File: src/rtl/csvp_pkg.sv
// Package for the CSV record parser: item types, phase encoding, status codes
// and the ASCII constants that the parser compares against. No dependencies.
`default_nettype none

package csvp_pkg;

   localparam int TEXT_LEN_W = 11;

   localparam logic [7:0] CH_ZERO    = 8'h30;
   localparam logic [7:0] CH_ONE     = 8'h31;
   localparam logic [7:0] CH_NINE    = 8'h39;
   localparam logic [7:0] CH_COMMA   = 8'h2C;
   localparam logic [7:0] CH_NEWLINE = 8'h0A;
   localparam logic [7:0] CH_QUOTE   = 8'h22;

   typedef enum logic [2:0] {
      ST_OK        = 3'd0,
      ST_EOI       = 3'd1,
      ST_BAD_ID    = 3'd2,
      ST_OVERFLOW  = 3'd3,
      ST_COMMA     = 3'd4,
      ST_FLAG      = 3'd5,
      ST_NEWLINE   = 3'd6,
      ST_END_QUOTE = 3'd7
   } status_type;

   typedef enum logic {
      KIND_TEXT   = 1'b0,
      KIND_RECORD = 1'b1
   } kind_type;

   typedef enum logic [9:0] {
      PH_START      = 10'b00_0000_0001,
      PH_ID         = 10'b00_0000_0010,
      PH_FLAG1      = 10'b00_0000_0100,
      PH_COMMA1     = 10'b00_0000_1000,
      PH_FLAG2      = 10'b00_0001_0000,
      PH_COMMA2     = 10'b00_0010_0000,
      PH_TEXT_START = 10'b00_0100_0000,
      PH_PLAIN      = 10'b00_1000_0000,
      PH_QUOTED     = 10'b01_0000_0000,
      PH_QUOTE_SEEN = 10'b10_0000_0000
   } phase_type;

   typedef struct packed {
      logic [7:0] data_byte;
      logic       end_of_input;
   } req_type;

   typedef struct packed {
      logic                  kind;
      logic [7:0]            text_byte;
      logic [63:0]           record_id;
      logic                  first_flag;
      logic                  second_flag;
      logic [TEXT_LEN_W-1:0] text_length;
      logic [2:0]            status;
   } rsp_type;

endpackage

`default_nettype wire

File: src/rtl/csvp_in_stage.sv
// Input register of the CSV record parser: holds one accepted item until the
// parse step takes it. Depends on csvp_pkg for the item type.
`default_nettype none

module csvp_in_stage (
   input  wire logic             clock,
   input  wire logic             reset,
   input  wire logic             req_valid,
   output logic                  req_stall,
   input  wire csvp_pkg::req_type req_data,
   input  wire logic             advance,
   output logic                  item_valid,
   output csvp_pkg::req_type     item
);
   import csvp_pkg::*;

   logic    valid_ff;
   logic    valid_in;
   req_type item_ff;

   assign req_stall  = valid_ff && !advance;
   assign item_valid = valid_ff;
   assign item       = item_ff;

   always_comb begin
      valid_in = valid_ff;
      if (!req_stall) begin
         valid_in = req_valid;
      end
   end

   always_ff @(posedge clock) begin
      if (reset) begin
         valid_ff <= 1'b0;
      end else begin
         valid_ff <= valid_in;
      end
   end

   always_ff @(posedge clock) begin
      if (req_valid && !req_stall) begin
         item_ff <= req_data;
      end
   end

endmodule

`default_nettype wire

File: src/rtl/csvp_parser.sv
// Parse step of the CSV record parser: record state registers and the logic
// that turns one item into at most one result. Depends on csvp_pkg.
`default_nettype none

module csvp_parser #(
   parameter int MAX_TEXT_BYTES = 1024
) (
   input  wire logic              clock,
   input  wire logic              reset,
   input  wire logic              step,
   input  wire csvp_pkg::req_type item,
   output logic                   res_valid,
   output csvp_pkg::rsp_type      res
);
   import csvp_pkg::*;

   localparam int CNT_W = $clog2(MAX_TEXT_BYTES + 1);

   phase_type         phase_ff, phase_in;
   logic [63:0]       id_ff, id_in;
   logic              flag1_ff, flag1_in;
   logic              flag2_ff, flag2_in;
   logic [CNT_W-1:0]  count_ff, count_in;
   logic              halted_ff, halted_in;

   logic [7:0]        b;
   logic              eoi;
   logic              room;
   logic [3:0]        digit_full;
   logic [67:0]       id_times_ten;
   logic [67:0]       id_next_wide;
   logic [CNT_W+10:0] count_ext;

   logic              do_text;
   logic              do_record;
   logic              do_error;
   status_type        err_code;

   assign b            = item.data_byte;
   assign eoi          = item.end_of_input;
   assign room         = count_ff < CNT_W'(MAX_TEXT_BYTES);
   assign digit_full   = 4'(b - CH_ZERO);
   assign id_times_ten = {1'b0, id_ff, 3'b000} + {3'b000, id_ff, 1'b0};
   assign id_next_wide = id_times_ten + {64'd0, digit_full};
   assign count_ext    = (CNT_W + TEXT_LEN_W)'(count_ff);

   always_comb begin
      do_text   = 1'b0;
      do_record = 1'b0;
      do_error  = 1'b0;
      err_code  = ST_OK;
      phase_in  = phase_ff;
      id_in     = id_ff;
      flag1_in  = flag1_ff;
      flag2_in  = flag2_ff;
      count_in  = count_ff;
      halted_in = halted_ff;
      if (step && !halted_ff) begin
         case (phase_ff)
            PH_START: begin
               if (eoi) begin
                  do_error = 1'b1;
                  err_code = ST_EOI;
               end else if (!(b inside {[CH_ONE:CH_NINE]})) begin
                  do_error = 1'b1;
                  err_code = ST_BAD_ID;
               end else begin
                  id_in    = {60'd0, digit_full};
                  phase_in = PH_ID;
               end
            end
            PH_ID: begin
               if (eoi) begin
                  do_error = 1'b1;
                  err_code = ST_COMMA;
               end else if (b == CH_COMMA) begin
                  phase_in = PH_FLAG1;
               end else if (!(b inside {[CH_ZERO:CH_NINE]})) begin
                  do_error = 1'b1;
                  err_code = ST_COMMA;
               end else if (id_next_wide[67:64] != 4'd0) begin
                  do_error = 1'b1;
                  err_code = ST_OVERFLOW;
               end else begin
                  id_in = id_next_wide[63:0];
               end
            end
            PH_FLAG1, PH_FLAG2: begin
               if (eoi || !(b inside {CH_ZERO, CH_ONE})) begin
                  do_error = 1'b1;
                  err_code = ST_FLAG;
               end else if (phase_ff == PH_FLAG1) begin
                  flag1_in = b[0];
                  phase_in = PH_COMMA1;
               end else begin
                  flag2_in = b[0];
                  phase_in = PH_COMMA2;
               end
            end
            PH_COMMA1, PH_COMMA2: begin
               if (eoi || b != CH_COMMA) begin
                  do_error = 1'b1;
                  err_code = ST_COMMA;
               end else if (phase_ff == PH_COMMA1) begin
                  phase_in = PH_FLAG2;
               end else begin
                  phase_in = PH_TEXT_START;
               end
            end
            PH_TEXT_START: begin
               if (eoi) begin
                  do_error = 1'b1;
                  err_code = ST_NEWLINE;
               end else if (b == CH_NEWLINE) begin
                  do_record = 1'b1;
               end else if (b == CH_QUOTE) begin
                  phase_in = PH_QUOTED;
               end else begin
                  phase_in = PH_PLAIN;
                  if (!room) begin
                     do_error = 1'b1;
                     err_code = ST_NEWLINE;
                  end else begin
                     do_text = 1'b1;
                  end
               end
            end
            PH_PLAIN: begin
               if (eoi) begin
                  do_error = 1'b1;
                  err_code = ST_NEWLINE;
               end else if (b == CH_NEWLINE) begin
                  do_record = 1'b1;
               end else if (!room) begin
                  do_error = 1'b1;
                  err_code = ST_NEWLINE;
               end else begin
                  do_text = 1'b1;
               end
            end
            PH_QUOTED: begin
               if (eoi) begin
                  do_error = 1'b1;
                  err_code = ST_END_QUOTE;
               end else if (b == CH_QUOTE) begin
                  phase_in = PH_QUOTE_SEEN;
               end else if (!room) begin
                  do_error = 1'b1;
                  err_code = ST_END_QUOTE;
               end else begin
                  do_text = 1'b1;
               end
            end
            PH_QUOTE_SEEN: begin
               if (eoi) begin
                  do_error = 1'b1;
                  err_code = ST_NEWLINE;
               end else if (b == CH_QUOTE) begin
                  if (!room) begin
                     do_error = 1'b1;
                     err_code = ST_END_QUOTE;
                  end else begin
                     phase_in = PH_QUOTED;
                     do_text  = 1'b1;
                  end
               end else if (b == CH_NEWLINE) begin
                  do_record = 1'b1;
               end else begin
                  do_error = 1'b1;
                  err_code = ST_NEWLINE;
               end
            end
            default: begin
               phase_in = PH_START;
               id_in    = 64'd0;
               flag1_in = 1'b0;
               flag2_in = 1'b0;
               count_in = '0;
            end
         endcase
         if (do_text) begin
            count_in = count_ff + CNT_W'(1);
         end
         if (do_record) begin
            phase_in = PH_START;
            id_in    = 64'd0;
            flag1_in = 1'b0;
            flag2_in = 1'b0;
            count_in = '0;
         end
         if (do_error) begin
            halted_in = 1'b1;
         end
      end
   end

   always_comb begin
      res       = '0;
      res_valid = do_text || do_record || do_error;
      if (do_text) begin
         res.kind      = KIND_TEXT;
         res.text_byte = b;
      end else if (do_record) begin
         res.kind        = KIND_RECORD;
         res.record_id   = id_ff;
         res.first_flag  = flag1_ff;
         res.second_flag = flag2_ff;
         res.text_length = count_ext[TEXT_LEN_W-1:0];
         res.status      = ST_OK;
      end else if (do_error) begin
         res.kind   = KIND_RECORD;
         res.status = err_code;
      end
   end

   always_ff @(posedge clock) begin
      if (reset) begin
         phase_ff  <= PH_START;
         id_ff     <= 64'd0;
         flag1_ff  <= 1'b0;
         flag2_ff  <= 1'b0;
         count_ff  <= '0;
         halted_ff <= 1'b0;
      end else begin
         phase_ff  <= phase_in;
         id_ff     <= id_in;
         flag1_ff  <= flag1_in;
         flag2_ff  <= flag2_in;
         count_ff  <= count_in;
         halted_ff <= halted_in;
      end
   end

`ifndef SYNTH
   a_no_result_when_halted: assert property (@(posedge clock) disable iff (reset)
      res_valid |-> !halted_ff)
      else $error("result produced while halted");

   a_count_in_range: assert property (@(posedge clock) disable iff (reset)
      count_ff <= CNT_W'(MAX_TEXT_BYTES))
      else $error("text count beyond limit");

   a_error_halts: assert property (@(posedge clock) disable iff (reset)
      (res_valid && res.kind == KIND_RECORD && res.status != ST_OK) |=> halted_ff)
      else $error("error result did not halt the parser");

   a_halt_sticks: assert property (@(posedge clock) disable iff (reset)
      halted_ff |=> halted_ff)
      else $error("halt released without reset");

   a_record_clears: assert property (@(posedge clock) disable iff (reset)
      (res_valid && res.kind == KIND_RECORD && res.status == ST_OK)
      |=> (phase_ff == PH_START && count_ff == '0 && id_ff == 64'd0))
      else $error("record end did not clear the record state");
`endif

endmodule

`default_nettype wire

File: src/rtl/csvp_out_stage.sv
// Result register of the CSV record parser: holds one result until the
// receiving side takes it. Depends on csvp_pkg for the result type.
`default_nettype none

module csvp_out_stage (
   input  wire logic              clock,
   input  wire logic              reset,
   input  wire logic              load,
   input  wire csvp_pkg::rsp_type load_data,
   output logic                   rsp_valid,
   input  wire logic              rsp_stall,
   output csvp_pkg::rsp_type      rsp_data
);
   import csvp_pkg::*;

   logic    valid_ff;
   logic    valid_in;
   rsp_type data_ff;

   assign rsp_valid = valid_ff;
   assign rsp_data  = data_ff;

   always_comb begin
      valid_in = valid_ff;
      if (load) begin
         valid_in = 1'b1;
      end else if (!rsp_stall) begin
         valid_in = 1'b0;
      end
   end

   always_ff @(posedge clock) begin
      if (reset) begin
         valid_ff <= 1'b0;
      end else begin
         valid_ff <= valid_in;
      end
   end

   always_ff @(posedge clock) begin
      if (load) begin
         data_ff <= load_data;
      end
   end

endmodule

`default_nettype wire

File: src/rtl/csv_record_parser.sv
// Top level of the CSV record parser: input register, parse step and result
// register. Depends on csvp_pkg, csvp_in_stage, csvp_parser, csvp_out_stage.
//
//   channel   direction  handshake              payload
//   req       in         req_valid / req_stall  req_data (one byte or end mark)
//   rsp       out        rsp_valid / rsp_stall  rsp_data (text byte or record end)
//
// An item is held in the input register until the parse step takes it; its
// result, if any, is then loaded into the result register, which drives
// rsp_valid. One item is taken every cycle while rsp is not stalled; the record
// state update is the single step that sets this rate. Synchronous reset clears
// the parser to the start of a record. A stall on rsp while rsp_valid is high
// holds the input register and so stalls req.
`default_nettype none

module csv_record_parser #(
   parameter int MAX_TEXT_BYTES = 1024
) (
   input  wire logic              clock,
   input  wire logic              reset,
   input  wire logic              req_valid,
   output logic                   req_stall,
   input  wire csvp_pkg::req_type req_data,
   output logic                   rsp_valid,
   input  wire logic              rsp_stall,
   output csvp_pkg::rsp_type      rsp_data
);
   import csvp_pkg::*;

   logic    item_valid;
   req_type item;
   logic    advance;
   logic    res_valid;
   rsp_type res;

   assign advance = item_valid && (!rsp_valid || !rsp_stall);

   csvp_in_stage u_in_stage (
      .clock      (clock),
      .reset      (reset),
      .req_valid  (req_valid),
      .req_stall  (req_stall),
      .req_data   (req_data),
      .advance    (advance),
      .item_valid (item_valid),
      .item       (item)
   );

   csvp_parser #(
      .MAX_TEXT_BYTES (MAX_TEXT_BYTES)
   ) u_parser (
      .clock     (clock),
      .reset     (reset),
      .step      (advance),
      .item      (item),
      .res_valid (res_valid),
      .res       (res)
   );

   csvp_out_stage u_out_stage (
      .clock     (clock),
      .reset     (reset),
      .load      (res_valid),
      .load_data (res),
      .rsp_valid (rsp_valid),
      .rsp_stall (rsp_stall),
      .rsp_data  (rsp_data)
   );

endmodule

`default_nettype wire
File: config.mk
export PLATFORM = sky130hd
export DESIGN_NAME = csv_record_parser
export DESIGN_NICKNAME = d
export VERILOG_FILES = /design/src/rtl/csvp_pkg.sv /design/src/rtl/csvp_in_stage.sv /design/src/rtl/csvp_parser.sv /design/src/rtl/csvp_out_stage.sv /design/src/rtl/csv_record_parser.sv
export SDC_FILE = /design/constraint.sdc
export NUM_CORES = 1
export LEC_CHECK = 0
export BUFFER_PORTS_ARGS = -buffer_cell sky130_fd_sc_hd__buf_4
export CORE_UTILIZATION = 45
export CTS_BUF_LIST = sky130_fd_sc_hd__clkbuf_2
export CTS_CLUSTER_SIZE = 30
export DETAILED_ROUTE_END_ITERATION = 8
export HOLD_SLACK_MARGIN = 0.1
export RECOVER_POWER = 25
export SLEW_MARGIN = 0
export SYNTH_ARGS = -nofsm -noshare
export SYNTH_HDL_FRONTEND = slang
export SYNTH_SLANG_ARGS = --single-unit
File: constraint.sdc
create_clock -name clock -period 8 [get_ports clock]
set_clock_uncertainty 0.15 [all_clocks]
set_input_delay 0.8 -clock clock [delete_from_list [all_inputs] [get_ports clock]]
set_output_delay 0.8 -clock clock [all_outputs]
set_load 0.005 [all_outputs]
==> key figures, run 1 <==
Synth
  – Top-count cell post-synth: nand2_1
  – Synthesized-area fraction occupied by adder cells: 12.9%
  – Post-synth ARST share: 0%
  – Simple-Gate Fraction of Synth Area: between 20% and 30%
  – Net count after synthesis: 1545
  – Most area-consuming cells after synthesis: edfxtp_1 23%, dfxtp_1 14%, ha_1 13%
  – Leading area contributor after synthesis: edfxtp_1
  – Ys flop type: edfxtp_1
  – Post-Syn Instances: 1402
  – Synth Register Bits: 188
  – Post-synth top cells: 188 x nand2_1, 128 x ha_1, 100 x a21oi_1
  – Synth warnings: 0
  – Distinct cell type count after synthesis: 78
  – Mapped cell area: about 13000 µm²
  – Xor and xnor area share after synthesis: roughly 4.2%
  – Compound-Gate Fraction of Synth Area: 15.3%
  – Number of synthesized flops with an enable pin: 98
  – Register area share after synthesis: 37.1%
  – Mux cell area share after synthesis: between 5 and 6%
  – Synth top area share: a little under a quarter
  – Main combinational cell family by area after synthesis: simple AND/OR/NAND/NOR gates
  – Avg Cell Area, Syn: 9.11 µm²

Clock tree
  – Clock Latency Late Sink: a little over 800 ps
  – CTS sink count: 188
  – Max clock buf depth: 2
  – CTS tree: built
  – Clock transition at path regs: 320 ps
  – Post-CTS Setup Bufs: 0
  – CTS HTree Levels: 4
  – Clock Root Buffer: clkbuf_2
  – Number of CTS-inserted buffers: 17

Cells and area
  – Fill cell count: 2748
  – Area growth syn-to-layout: 10.7%
  – Nets: 1613
  – Final non-filler cell total: approximately 1900
  – Share of cells above drive strength 1: 11.3%

Global routing
  – Global-route wire length before repair: 53500 µm
  – Largest net degree at the start of global routing: 75
  – GR Util All Layers: a little under a quarter
  – Global-route track usage on met3: roughly 2.8%
  – Number of global-route vias before repair: 10550
  – Grt met1 use: 30.5%
  – Antenna violations before repair: 1
  – GR peak layer: met2
  – Global-route track usage on met2: 39.0%
  – Gr ovfl total: 0

Floorplanning
  – Io pins: approximately 100
  – Die ar.: 29100 µm²
  – Die Height: 170 µm
  – Die extent in x: about 170 µm
  – Core area: 27900 µm²
  – # rows: 61
  – Initial core utilization: 45.9%

Worst setup path
  – RR Startpoint: u_in_stage.item[4]$_DFFE_PP_
  – CP Launch Type: flop
  – FF-to-FF path depth: 15
  – Worst path required time: between 8000 and 9000 ps
  – Crit path max fanout: 61
  – R2R Setup Slk: between 2000 and 3000 ps
  – Setup CP Type: flop to flop
  – Critical Path End Type: flop
  – Worst endpoint data arrival time: around 5500 ps
  – Worst reg2reg endpoint: u_out_stage.rsp_data[18]$_SDFFCE_PP0P_

Timing
  – Setup TNS: 0 ps
  – Achievable Freq: 192 MHz
  – Fin crit period: ~5200 ps
  – RSZ-0062 raised after global routing: no
  – Max Slew Vio Count: 0
  – Final setup margin: 2790 ps
  – Crit share post-route: 65.2%
  – Hold Slack: 176 ps
  – Fin. Hold Viols: 0
  – Max_slew headroom: 29.0%
  – Final setup violating endpoints: 0
  – Worst-Margin Slew: 1060 ps

Routing
  – Router iterations before antenna repair: 5
  – Vias per cell: 5.66
  – Post-DRT Antenna Nets: 0
  – DRT iter0 DRCs: roughly 620
  – Vias: 10553
  – WL/cell: 17.1 µm
  – Final Routed Wirelength: 32000 µm
  – DRC errors left: 0

Placed design
  – Gpl congestion: 0.923
  – Setup slack at placement: 2800 ps
  – I/O Buffers: roughly 100
  – Detailed Place HPWL: 23900 µm
  – Placed insts: 1819

Min path
  – Hold WC Path Type: input port to flop
  – Hold EP: u_out_stage.rsp_valid$_SDFFE_PP0P_
  – Hold_sp: rsp_stall
  – Hold depth: 3

Status
  – Status: finished, final reports clean

Pwr
  – VDD IR max: approximately 0.11 mV
  – PD cells: 116 nW/µm²
  – Pleak: 6.34 nW

Job
  – MaxCap Viol Count: 0
## layout by cell type (no fill, tap or decap), types with 6 or more instances in the layout
master and count:
nand2_1 188, ha_1 128, a21oi_1 100, edfxtp_1 98
dfxtp_1 90, and2_1 87, nor2_1 79, clkbuf_4 77
o21ai_0 62, mux2i_1 62, nand3_1 40, xor2_1 32
nor3_1 31, nand4_1 29, xnor2_1 29, buf_4 28
inv_1 26, clkbuf_2 17, and3_1 16, a21o_1 16
a31oi_1 15, nand2b_1 14, nor2b_1 13, o211ai_1 13
o21a_1 10, o21bai_1 10, dlygate4sd3_1 10, a211oi_1 9
nor3b_1 7, or4_1 7, nand3b_1 7, clkbuf_1 7
mux2_4 6, inv_8 6
## final cells by class
type	instances	area [µm²]	share of cell area (%)
clock inverters	15	176	1.25
flip-flops and latches	188	4740	33.5
well taps	378	473	3.34
repair buffers	122	915	6.47
inverters	26	97.6	0.690
diodes	5	12.5	0.0885
multi-input cells	1115	7640	54.0
clock buffers	17	85.1	0.602
## critical path: stages (launching register included)
cell and delay [ps]:
edfxtp_1 520, inv_1 130, fa_1 550, inv_1 70, fa_1 480, a211oi_2 240
o21ai_2 140, o311ai_4 290, a21oi_2 130, o2111ai_1 190, nand3_1 120, mux2_4 340
or3b_1 350, o21ai_1 290, nand2b_4 310, buf_4 440
## sequential cells by signal, summed over array words and instances, names as in the netlist, 9 cells and up
signal	cells
u_in_stage.item	9
u_out_stage.rsp_data	89
u_parser.count_ff	11
u_parser.id_ff	64
u_parser.phase_ff	10
## layer usage
layer  up-vias  share of wire [%]  wire length, µm
met3        42                2.9              917
met2       194                 48            15300
met1      5059                 47            15200
li1       5258                  -                -
met5         -                  0                0
met4         0                1.8              586
## metrics by stage
| step | instance area (µm²) | utilization [%] | power, mW |
|---|---|---|---|
| 2_1_floorplan | 12800 | - | 1.09 |
| 3_3_place_gp | 13800 | 49.5 | 1.13 |
| 3_5_place_dp | 13800 | 49.5 | 1.13 |
| 4_1_cts | 14200 | 50.8 | 1.67 |
| 5_1_grt | 14100 | 50.8 | 1.70 |
| 6_report | 14100 | 50.8 | 1.64 |
## kinds of logic after synthesis
group | after synthesis
multiplexers | 70
XOR/XNOR | 61
adder cells (fa/ha/maj) | 130
buffers and inverters | 99
AND/OR/NAND/NOR | 549
AO/OA/AOI/OAI | 305
flip-flops | 188
## power breakdown
group          total, mW  internal [mW]  switching [mW]
registers           1.04           1.03         0.00901
clock network      0.525          0.133           0.392
logic             0.0701         0.0274          0.0427
total               1.64           1.19           0.444
## timing repair
item,in CTS,in global routing
resized for setup,0,0
endpoints found under the setup margin,0,0
hold endpoints to repair,10,0
hold buffers,10,0
## how the worst max path moves through the flow
stage / end / startpoint / cells past startpoint / slack [ps]
2_1_floorplan: u_out_stage.rsp_data[0]$_SDFFCE_PP0P_ / u_in_stage.item[4]$_DFFE_PP_ / 14 / 2140
3_3_place_gp: u_out_stage.rsp_data[75]$_SDFFCE_PP0P_ / u_in_stage.item[4]$_DFFE_PP_ / 15 / 2930
3_5_place_dp: u_out_stage.rsp_data[7]$_SDFFCE_PP0P_ / u_in_stage.item[4]$_DFFE_PP_ / 15 / 2800
4_1_cts: u_out_stage.rsp_data[63]$_SDFFCE_PP0P_ / u_in_stage.item[4]$_DFFE_PP_ / 15 / 2720
5_1_grt: u_out_stage.rsp_data[78]$_SDFFCE_PP0P_ / u_in_stage.item[4]$_DFFE_PP_ / 15 / 2320
6_report: u_out_stage.rsp_data[18]$_SDFFCE_PP0P_ / u_in_stage.item[4]$_DFFE_PP_ / 15 / 2790
(Power assumes the default switching activity.)
==> run 2, diff against run 1 <==
==> constraint.sdc (replaced) <==
create_clock -name clock -period 4.9 [get_ports clock]
set_clock_uncertainty 0.15 [all_clocks]
set_input_delay 0.49 -clock clock [delete_from_list [all_inputs] [get_ports clock]]
set_output_delay 0.49 -clock clock [all_outputs]
set_load 0.005 [all_outputs]
==> key figures, run 2 (same netlist as run 1, synthesis figures left out) <==
Placed design
  – Placed insts: 1829 (was 1819)
  – Placement Cell Area: 13900 µm² (was 13800 µm²)
  – Detailed Place HPWL: 24100 µm (was 23900 µm)
  – Gpl congestion: 0.926 (was 0.923)
  – Setup slack at placement: 275 ps (was 2800 ps)
  – I/O Buffers: 103 (unchanged)

Routing
  – Post-DRT Antenna Nets: 0 (unchanged)
  – Router iterations before antenna repair: 7 (was 5)
  – Final Routed Wirelength: 32700 µm (was 32000 µm)
  – DRC errors left: 0 (unchanged)
  – DRT iter0 DRCs: 698 (was 624)
  – Vias per cell: 5.75 (was 5.66)
  – WL/cell: 17.4 µm (was 17.1 µm)
  – Vias: 10800 (was 10553)

Worst setup path
  – Setup CP Type: flop to flop (unchanged)
  – Worst reg2reg endpoint: u_parser.id_ff[42]$_SDFFE_PP0P_ (was u_out_stage.rsp_data[18]$_SDFFCE_PP0P_)
  – Worst endpoint data arrival time: 5190 ps (was 5520 ps)
  – CP endpoint: u_parser.id_ff[42]$_SDFFE_PP0P_ (was u_out_stage.rsp_data[18]$_SDFFCE_PP0P_)
  – Critical Path End Type: flop (unchanged)
  – Crit path max fanout: 14 (was 61)
  – Worst path required time: 5460 ps (was 8310 ps)
  – RR Startpoint: u_in_stage.item[4]$_DFFE_PP_ (unchanged)
  – FF-to-FF path depth: 15 (unchanged)
  – CP Launch Type: flop (unchanged)
  – R2R Setup Slk: 270 ps (was 2790 ps)
  – Critical path launch point: u_in_stage.item[4]$_DFFE_PP_ (unchanged)

Pwr
  – Pleak: 6.43 nW (was 6.34 nW)
  – Clock network power share: 31.5% (was 32.1%)
  – PD cells: 186 nW/µm² (was 116 nW/µm²)
  – Logic pwr share: 4.7% (was 4.3%)
  – Pwr Total: 2.66 mW (was 1.64 mW)
  – Psw: 710 µW (was 444 µW)
  – Sw Share: 26.7% (was 27.1%)
  – VDD IR max: 0.138 mV (was 0.113 mV)
  – Cell Int Power: 1.95 mW (was 1.19 mW)
  – Sequential Power Share: 63.8% (was 63.6%)

Timing
  – Setup TNS: 0 ps (unchanged)
  – Final setup margin: 268 ps (was 2790 ps)
  – Fin crit period: 4630 ps (was 5210 ps)
  – RSZ-0062 raised after global routing: no (unchanged)
  – Worst-Margin Slew: 1060 ps (about the same)
  – Hold Slack: 244 ps (was 176 ps)
  – Max_slew headroom: 29.1% (was 29.0%)
  – Max Slew Vio Count: 0 (unchanged)
  – Final setup violating endpoints: 0 (unchanged)
  – Achievable Freq: 216 MHz (was 192 MHz)
  – Crit share post-route: 94.5% (was 65.2%)
  – Fin. Hold Viols: 0 (unchanged)

Clock tree
  – Clock Latency Late Sink: 840 ps (was 820 ps)
  – CTS tree: built (unchanged)
  – CTS HTree Levels: 4 (unchanged)
  – CTS sink count: 188 (unchanged)
  – Post-CTS Setup Bufs: 0 (unchanged)
  – Clock Root Buffer: clkbuf_2 (unchanged)
  – Number of CTS-inserted buffers: 17 (unchanged)
  – Max clock buf depth: 2 (unchanged)
  – Clock transition at path regs: 310 ps (was 320 ps)

Global routing
  – GR peak layer: met2 (unchanged)
  – Largest net degree at the start of global routing: 62 (was 75)
  – Global-route wire length before repair: 52800 µm (was 53500 µm)
  – Grt met1 use: 29.8% (was 30.5%)
  – Global-route track usage on met3: 3.22% (was 2.82%)
  – GR Util All Layers: 22.7% (was 22.9%)
  – Global-route track usage on met2: 38.5% (was 39.0%)
  – Number of global-route vias before repair: 10379 (was 10550)
  – Gr ovfl total: 0 (unchanged)
  – Antenna violations before repair: 1 (unchanged)

Floorplanning
  – # rows: 61 (unchanged)
  – Io pins: 104 (unchanged)
  – Die Height: 170 µm (unchanged)
  – Die extent in x: 170 µm (unchanged)
  – Core area: 27900 µm² (unchanged)
  – Die ar.: 29100 µm² (unchanged)
  – Initial core utilization: 45.9% (unchanged)

Status
  – Status: finished, final reports clean (unchanged)

Cells and area
  – Fill cell count: 2667 (was 2748)
  – Share of cells above drive strength 1: 12.4% (was 11.3%)
  – Nets: 1629 (was 1613)
  – Util after Layout: 51.3% (was 50.8%)
  – Area growth syn-to-layout: 11.9% (was 10.7%)
  – Commonest non-fill, non-tap cell in the layout: nand2_1 (unchanged)
  – Design area: 14300 µm² (was 14100 µm²)
  – Number of flip-flops in the largest register: 89 (unchanged)
  – Final non-filler cell total: 1878 (was 1866)
  – Commonest cells after routing, fill and taps aside: 188 x nand2_1, 128 x ha_1, 100 x a21oi_1, 98 x edfxtp_1, 90 x dfxtp_1 (unchanged)

Job
  – MaxCap Viol Count: 0 (unchanged)

Min path
  – Hold WC Path Type: input port to flop (unchanged)
[run 2: cell types whose count changed in the layout (fill, tap and decap cells not counted), moves of 2 or more]
cell           change
buf_4             +10
clkbuf_1           -3
clkbuf_4           +2
clkinv_4           -2
diode_2            -4
dlygate4sd3_1      +4
inv_6              +8
inv_8              -5
[run 2: power groups by stage]
| stage | sequential, mW | clock [mW] | combinational, mW |
|---|---|---|---|
| final | 1.70 | 0.837 | 0.126 |
| after global routing | 1.70 | 0.925 | 0.138 |
| after CTS | 1.70 | 0.870 | 0.129 |
| after detailed placement | 1.73 | 0 | 0.120 |
| after global placement | 1.73 | 0 | 0.119 |
| after floorplan | 1.73 | 0 | 0.0519 |
[run 2: area by class of cell]
cell class | instances | area, µm² | area share (%)
multi-input combinational | 1117 | 7670 | 53.7
inverter | 26 | 97.6 | 0.683
tap | 378 | 473 | 3.31
timing repair buffer | 136 | 1050 | 7.37
sequential | 188 | 4740 | 33.2
antenna | 1 | 2.50 | 0.0175
clock inverter | 15 | 166 | 1.16
clock buffer | 17 | 85.1 | 0.595
[run 2: how the worst min path moves through the flow]
stage | end | slack, ps | start | cells after the start
floorplan | u_parser.halted_ff$_SDFFE_PP0P_ | 290 | u_parser.halted_ff$_SDFFE_PP0P_ | 2
global placement | u_parser.halted_ff$_SDFFE_PP0P_ | 310 | u_parser.halted_ff$_SDFFE_PP0P_ | 2
detailed placement | u_parser.halted_ff$_SDFFE_PP0P_ | 320 | u_parser.halted_ff$_SDFFE_PP0P_ | 2
CTS | u_in_stage.item[4]$_DFFE_PP_ | 140 | req_data[4] | 2
global route | u_in_stage.item[4]$_DFFE_PP_ | 160 | req_data[4] | 2
finish | u_in_stage.item[1]$_DFFE_PP_ | 240 | req_data[1] | 2
[run 2: worst max-delay path, cell delays in order (launching register included)]
cell	delay, ps
edfxtp_1	420
inv_1	90
fa_1	540
inv_1	70
fa_1	490
a211oi_2	240
o21ai_2	140
o311ai_4	290
a21oi_2	120
o2111ai_1	220
nand3_1	140
mux2_4	350
or3_1	480
o21a_4	370
buf_4	260
mux2i_1	140
[run 2: repair_timing]
action	in CTS	in global routing
endpoints found under the hold margin	40	0
endpoints found under the setup margin	0	26
gates resized for setup	0	2
hold buffers	14	0
[run 2: layer usage]
| metal | vias to the layer above | wire (µm) |
|---|---|---|
| met5 | - | 0 |
| met4 | 0 | 588 |
| met3 | 37 | 1290 |
| met2 | 248 | 15600 |
| met1 | 5233 | 15200 |
| li1 | 5282 | - |
==> run 3, diff against run 2 <==
--- a/config.mk
+++ b/config.mk
@@ -6,13 +6,16 @@
 export NUM_CORES = 1
 export LEC_CHECK = 0
 export BUFFER_PORTS_ARGS = -buffer_cell sky130_fd_sc_hd__buf_4
+export CORE_MARGIN = 3
 export CORE_UTILIZATION = 45
 export CTS_BUF_LIST = sky130_fd_sc_hd__clkbuf_2
 export CTS_CLUSTER_SIZE = 30
 export DETAILED_ROUTE_END_ITERATION = 8
 export HOLD_SLACK_MARGIN = 0.1
+export PLACE_DENSITY = 0.65
 export RECOVER_POWER = 25
 export SLEW_MARGIN = 0
 export SYNTH_ARGS = -nofsm -noshare
 export SYNTH_HDL_FRONTEND = slang
 export SYNTH_SLANG_ARGS = --single-unit
+export TNS_END_PERCENT = 50
==> constraint.sdc (replaced) <==
create_clock -name clock -period 4.08 [get_ports clock]
set_clock_uncertainty 0.15 [all_clocks]
set_input_delay 0.408 -clock clock [delete_from_list [all_inputs] [get_ports clock]]
set_output_delay 0.408 -clock clock [all_outputs]
set_load 0.005 [all_outputs]
==> key figures, run 3 (same netlist as run 1, synthesis figures left out) <==
Clock tree
  – Max clock buf depth: 2 (unchanged)
  – Clock transition at path regs: 340 ps (was 310 ps)
  – Clock Root Buffer: clkbuf_2 (unchanged)
  – CTS sink count: 188 (unchanged)
  – CTS HTree Levels: 4 (unchanged)
  – CTS tree: built (unchanged)
  – Number of CTS-inserted buffers: 17 (unchanged)
  – Clock Latency Late Sink: 820 ps (was 840 ps)

Worst setup path
  – Worst path required time: 4680 ps (was 5460 ps)
  – Slowest stage cell, crit path: fa_1 (unchanged)
  – CP bufs+invs: 3 (unchanged)
  – Critical path launch point: u_in_stage.item[4]$_DFFE_PP_ (unchanged)
  – CP cell instances: inv_2, fa_1, inv_2, fa_2, a211oi_2, o21ai_2, o311ai_4, a21oi_2, o2111ai_2, nand3_2, mux2_4, or3_4, o21a_4, buf_6, mux2_2 (was inv_1, fa_1, inv_1, fa_1, a211oi_2, o21ai_2, o311ai_4, a21oi_2, o2111ai_1, nand3_1, mux2_4, or3_1, o21a_4, buf_4, mux2i_1)
  – Worst endpoint data arrival time: 4820 ps (was 5190 ps)
  – Crit path max fanout: 6 (was 14)
  – RR Startpoint: u_in_stage.item[4]$_DFFE_PP_ (unchanged)
  – Levels on crit path: 15 (unchanged)
  – FF-to-FF path depth: 15 (unchanged)
  – Setup CP Type: flop to flop (unchanged)
  – CP Launch Type: flop (unchanged)
  – Critical Path End Type: flop (unchanged)
  – Top cell by count, worst path: inv_2
  – Max stage delay on crit path: 500 ps (was 540 ps)
  – Top Family by Delay on Critical Path: compound AO/OA/AOI/OAI gates (unchanged)

Routing
  – DRC errors left: 0 (unchanged)
  – Final Routed Wirelength: 33500 µm (was 32700 µm)
  – Vias: 11046 (was 10800)
  – DRT iter0 DRCs: 747 (was 698)
  – Router iterations before antenna repair: 5 (was 7)
  – Post-DRT Antenna Nets: 0 (unchanged)
  – Vias per cell: 5.67 (was 5.75)
  – WL/cell: 17.2 µm (was 17.4 µm)

Timing
  – Max Slew Vio Count: 0 (unchanged)
  – Crit share post-route: 103% (was 94.5%)
  – Worst-Margin Slew: 1350 ps (was 1060 ps)
  – Achievable Freq: 237 MHz (was 216 MHz)
  – Final setup violating endpoints: 124 (was 0)
  – Fin crit period: 4220 ps (was 4630 ps)
  – RSZ-0062 raised after global routing: yes (was no)
  – Fin. Hold Viols: 0 (unchanged)
  – Max_slew headroom: 9.90% (was 29.1%)
  – Final setup margin: -137 ps (was 268 ps)

Global routing
  – GR Util All Layers: 21.6% (was 22.7%)
  – Global-route wire length before repair: 54500 µm (was 52800 µm)
  – Number of global-route vias before repair: 10850 (was 10379)
  – Largest net degree at the start of global routing: 58 (was 62)
  – Gr ovfl total: 0 (unchanged)
  – Antenna violations before repair: 1 (unchanged)

Placed design
  – Gpl congestion: 0.940 (was 0.926)
  – Setup slack at placement: -104 ps (was 275 ps)
  – I/O Buffers: 103 (unchanged)
  – Detailed Place HPWL: 24600 µm (was 24100 µm)

Cells and area
  – Number of flip-flops in the largest register: 89 (unchanged)
  – Nets: 1698 (was 1629)
  – Share of cells above drive strength 1: 16.9% (was 12.4%)
  – Area growth syn-to-layout: 17.8% (was 11.9%)
  – Util after Layout: 54.0% (was 51.3%)
  – Commonest non-fill, non-tap cell in the layout: nand2_1 (unchanged)
  – Commonest cells after routing, fill and taps aside: 188 x nand2_1, 128 x ha_1, 126 x buf_4, 98 x a21oi_1, 98 x edfxtp_1 (was 188 x nand2_1, 128 x ha_1, 100 x a21oi_1, 98 x edfxtp_1, 90 x dfxtp_1)

Pwr
  – Pleak: 6.85 nW (was 6.43 nW)
  – VDD IR max: 0.149 mV (was 0.138 mV)
  – PD cells: 214 nW/µm² (was 186 nW/µm²)

Floorplanning
  – Io pins: 104 (unchanged)
  – Die ar.: 30400 µm² (was 29100 µm²)
  – # rows: 61 (unchanged)
  – Core area: 27900 µm² (unchanged)
  – Initial core utilization: 45.9% (unchanged)
  – Die Height: 174 µm (was 170 µm)
  – Die extent in x: 174 µm (was 170 µm)

Min path
  – Hold_sp: req_data[2] (was req_data[1])
  – Hold WC Path Type: input port to flop (unchanged)
  – Hold depth: 2 (unchanged)

Status
  – Failing checks: setup timing
  – Status: finished with violations (was finished, final reports clean)

Job
  – MaxCap Viol Count: 0 (unchanged)
-- run 3: cell types whose count changed in the layout (fill, tap and decap cells not counted), moves of 3 or more --
cell | before | now
inv_6 | 8 | 3
buf_12 | 1 | 4
inv_2 | 1 | 4
inv_1 | 25 | 22
buf_4 | 38 | 126
clkbuf_16 | 0 | 3
inv_8 | 1 | 4
dlygate4sd3_1 | 14 | 21
clkbuf_4 | 79 | 42
buf_6 | 0 | 4
-- run 3: layer usage --
metal,track usage [%],share of wire [%],vias up
li1,-,-,5438
met1,28.6,46,5262
met2,36.4,47,304
met3,3.34,5.0,42
met4,6.62,1.9,0
met5,0,0,-
-- run 3: final timing paths --
path	end	slack, ps
worst max-delay path	u_parser.id_ff[52]$_SDFFE_PP0P_	-140
worst min-delay path	u_in_stage.item[2]$_DFFE_PP_	240
worst max register to register	u_parser.id_ff[52]$_SDFFE_PP0P_	-140
worst min register to register	u_parser.flag1_ff$_SDFFE_PP0P_	350
-- run 3: repair_timing --
| item | 4_1_cts | 5_1_grt |
|---|---|---|
| endpoints found under the hold margin | 45 | 0 |
| setup buffers | 4 | 5 |
| resized for setup | 8 | 19 |
| hold buffers | 21 | 0 |
| endpoints found under the setup margin | 148 | 154 |
| cloned | 2 | 4 |
| pin swaps | 1 | 16 |
-- run 3: worst reg2reg max path: cells and delay by family, from the launching register on --
family	cells	cell delay, ps
buffers and inverters	3	270
adder cells (fa/ha/maj)	2	870
multiplexers	2	580
flip-flops	1	450
AO/OA/AOI/OAI	6	1300
AND/OR/NAND/NOR	2	540
-- run 3: power by group --
group / internal [mW] / total, mW / switching [mW]
combinational: 0.0768 / 0.171 / 0.0940
sequential: 2.02 / 2.04 / 0.0138
clock: 0.211 / 1.01 / 0.800
-- run 3: cell type report --
cell class              count  area [µm²]
flip-flops and latches    188        4750
fillers                  2545       12800
clock inverters            15         170
multi-input cells        1117        7740
inverters                  26        97.6
well taps                 378         473
repair buffers            205        1730
clock buffers              17        85.1
diodes                      1        2.50
-- run 3: metrics by stage --
stage / power, mW / setup TNS [ps] / instance area, µm² / cells / hold slack (ps)
2_1_floorplan: 2.14 / -27750 / 12800 / 1402 / 286
3_3_place_gp: 2.23 / 0 / 14300 / 1878 / 313
3_5_place_dp: 2.23 / -8420 / 14300 / 1878 / 321
4_1_cts: 3.26 / -7250 / 14900 / 1937 / 125
5_1_grt: 3.33 / -24360 / 15000 / 1947 / 185
6_report: 3.22 / -6080 / 15000 / 1947 / 236
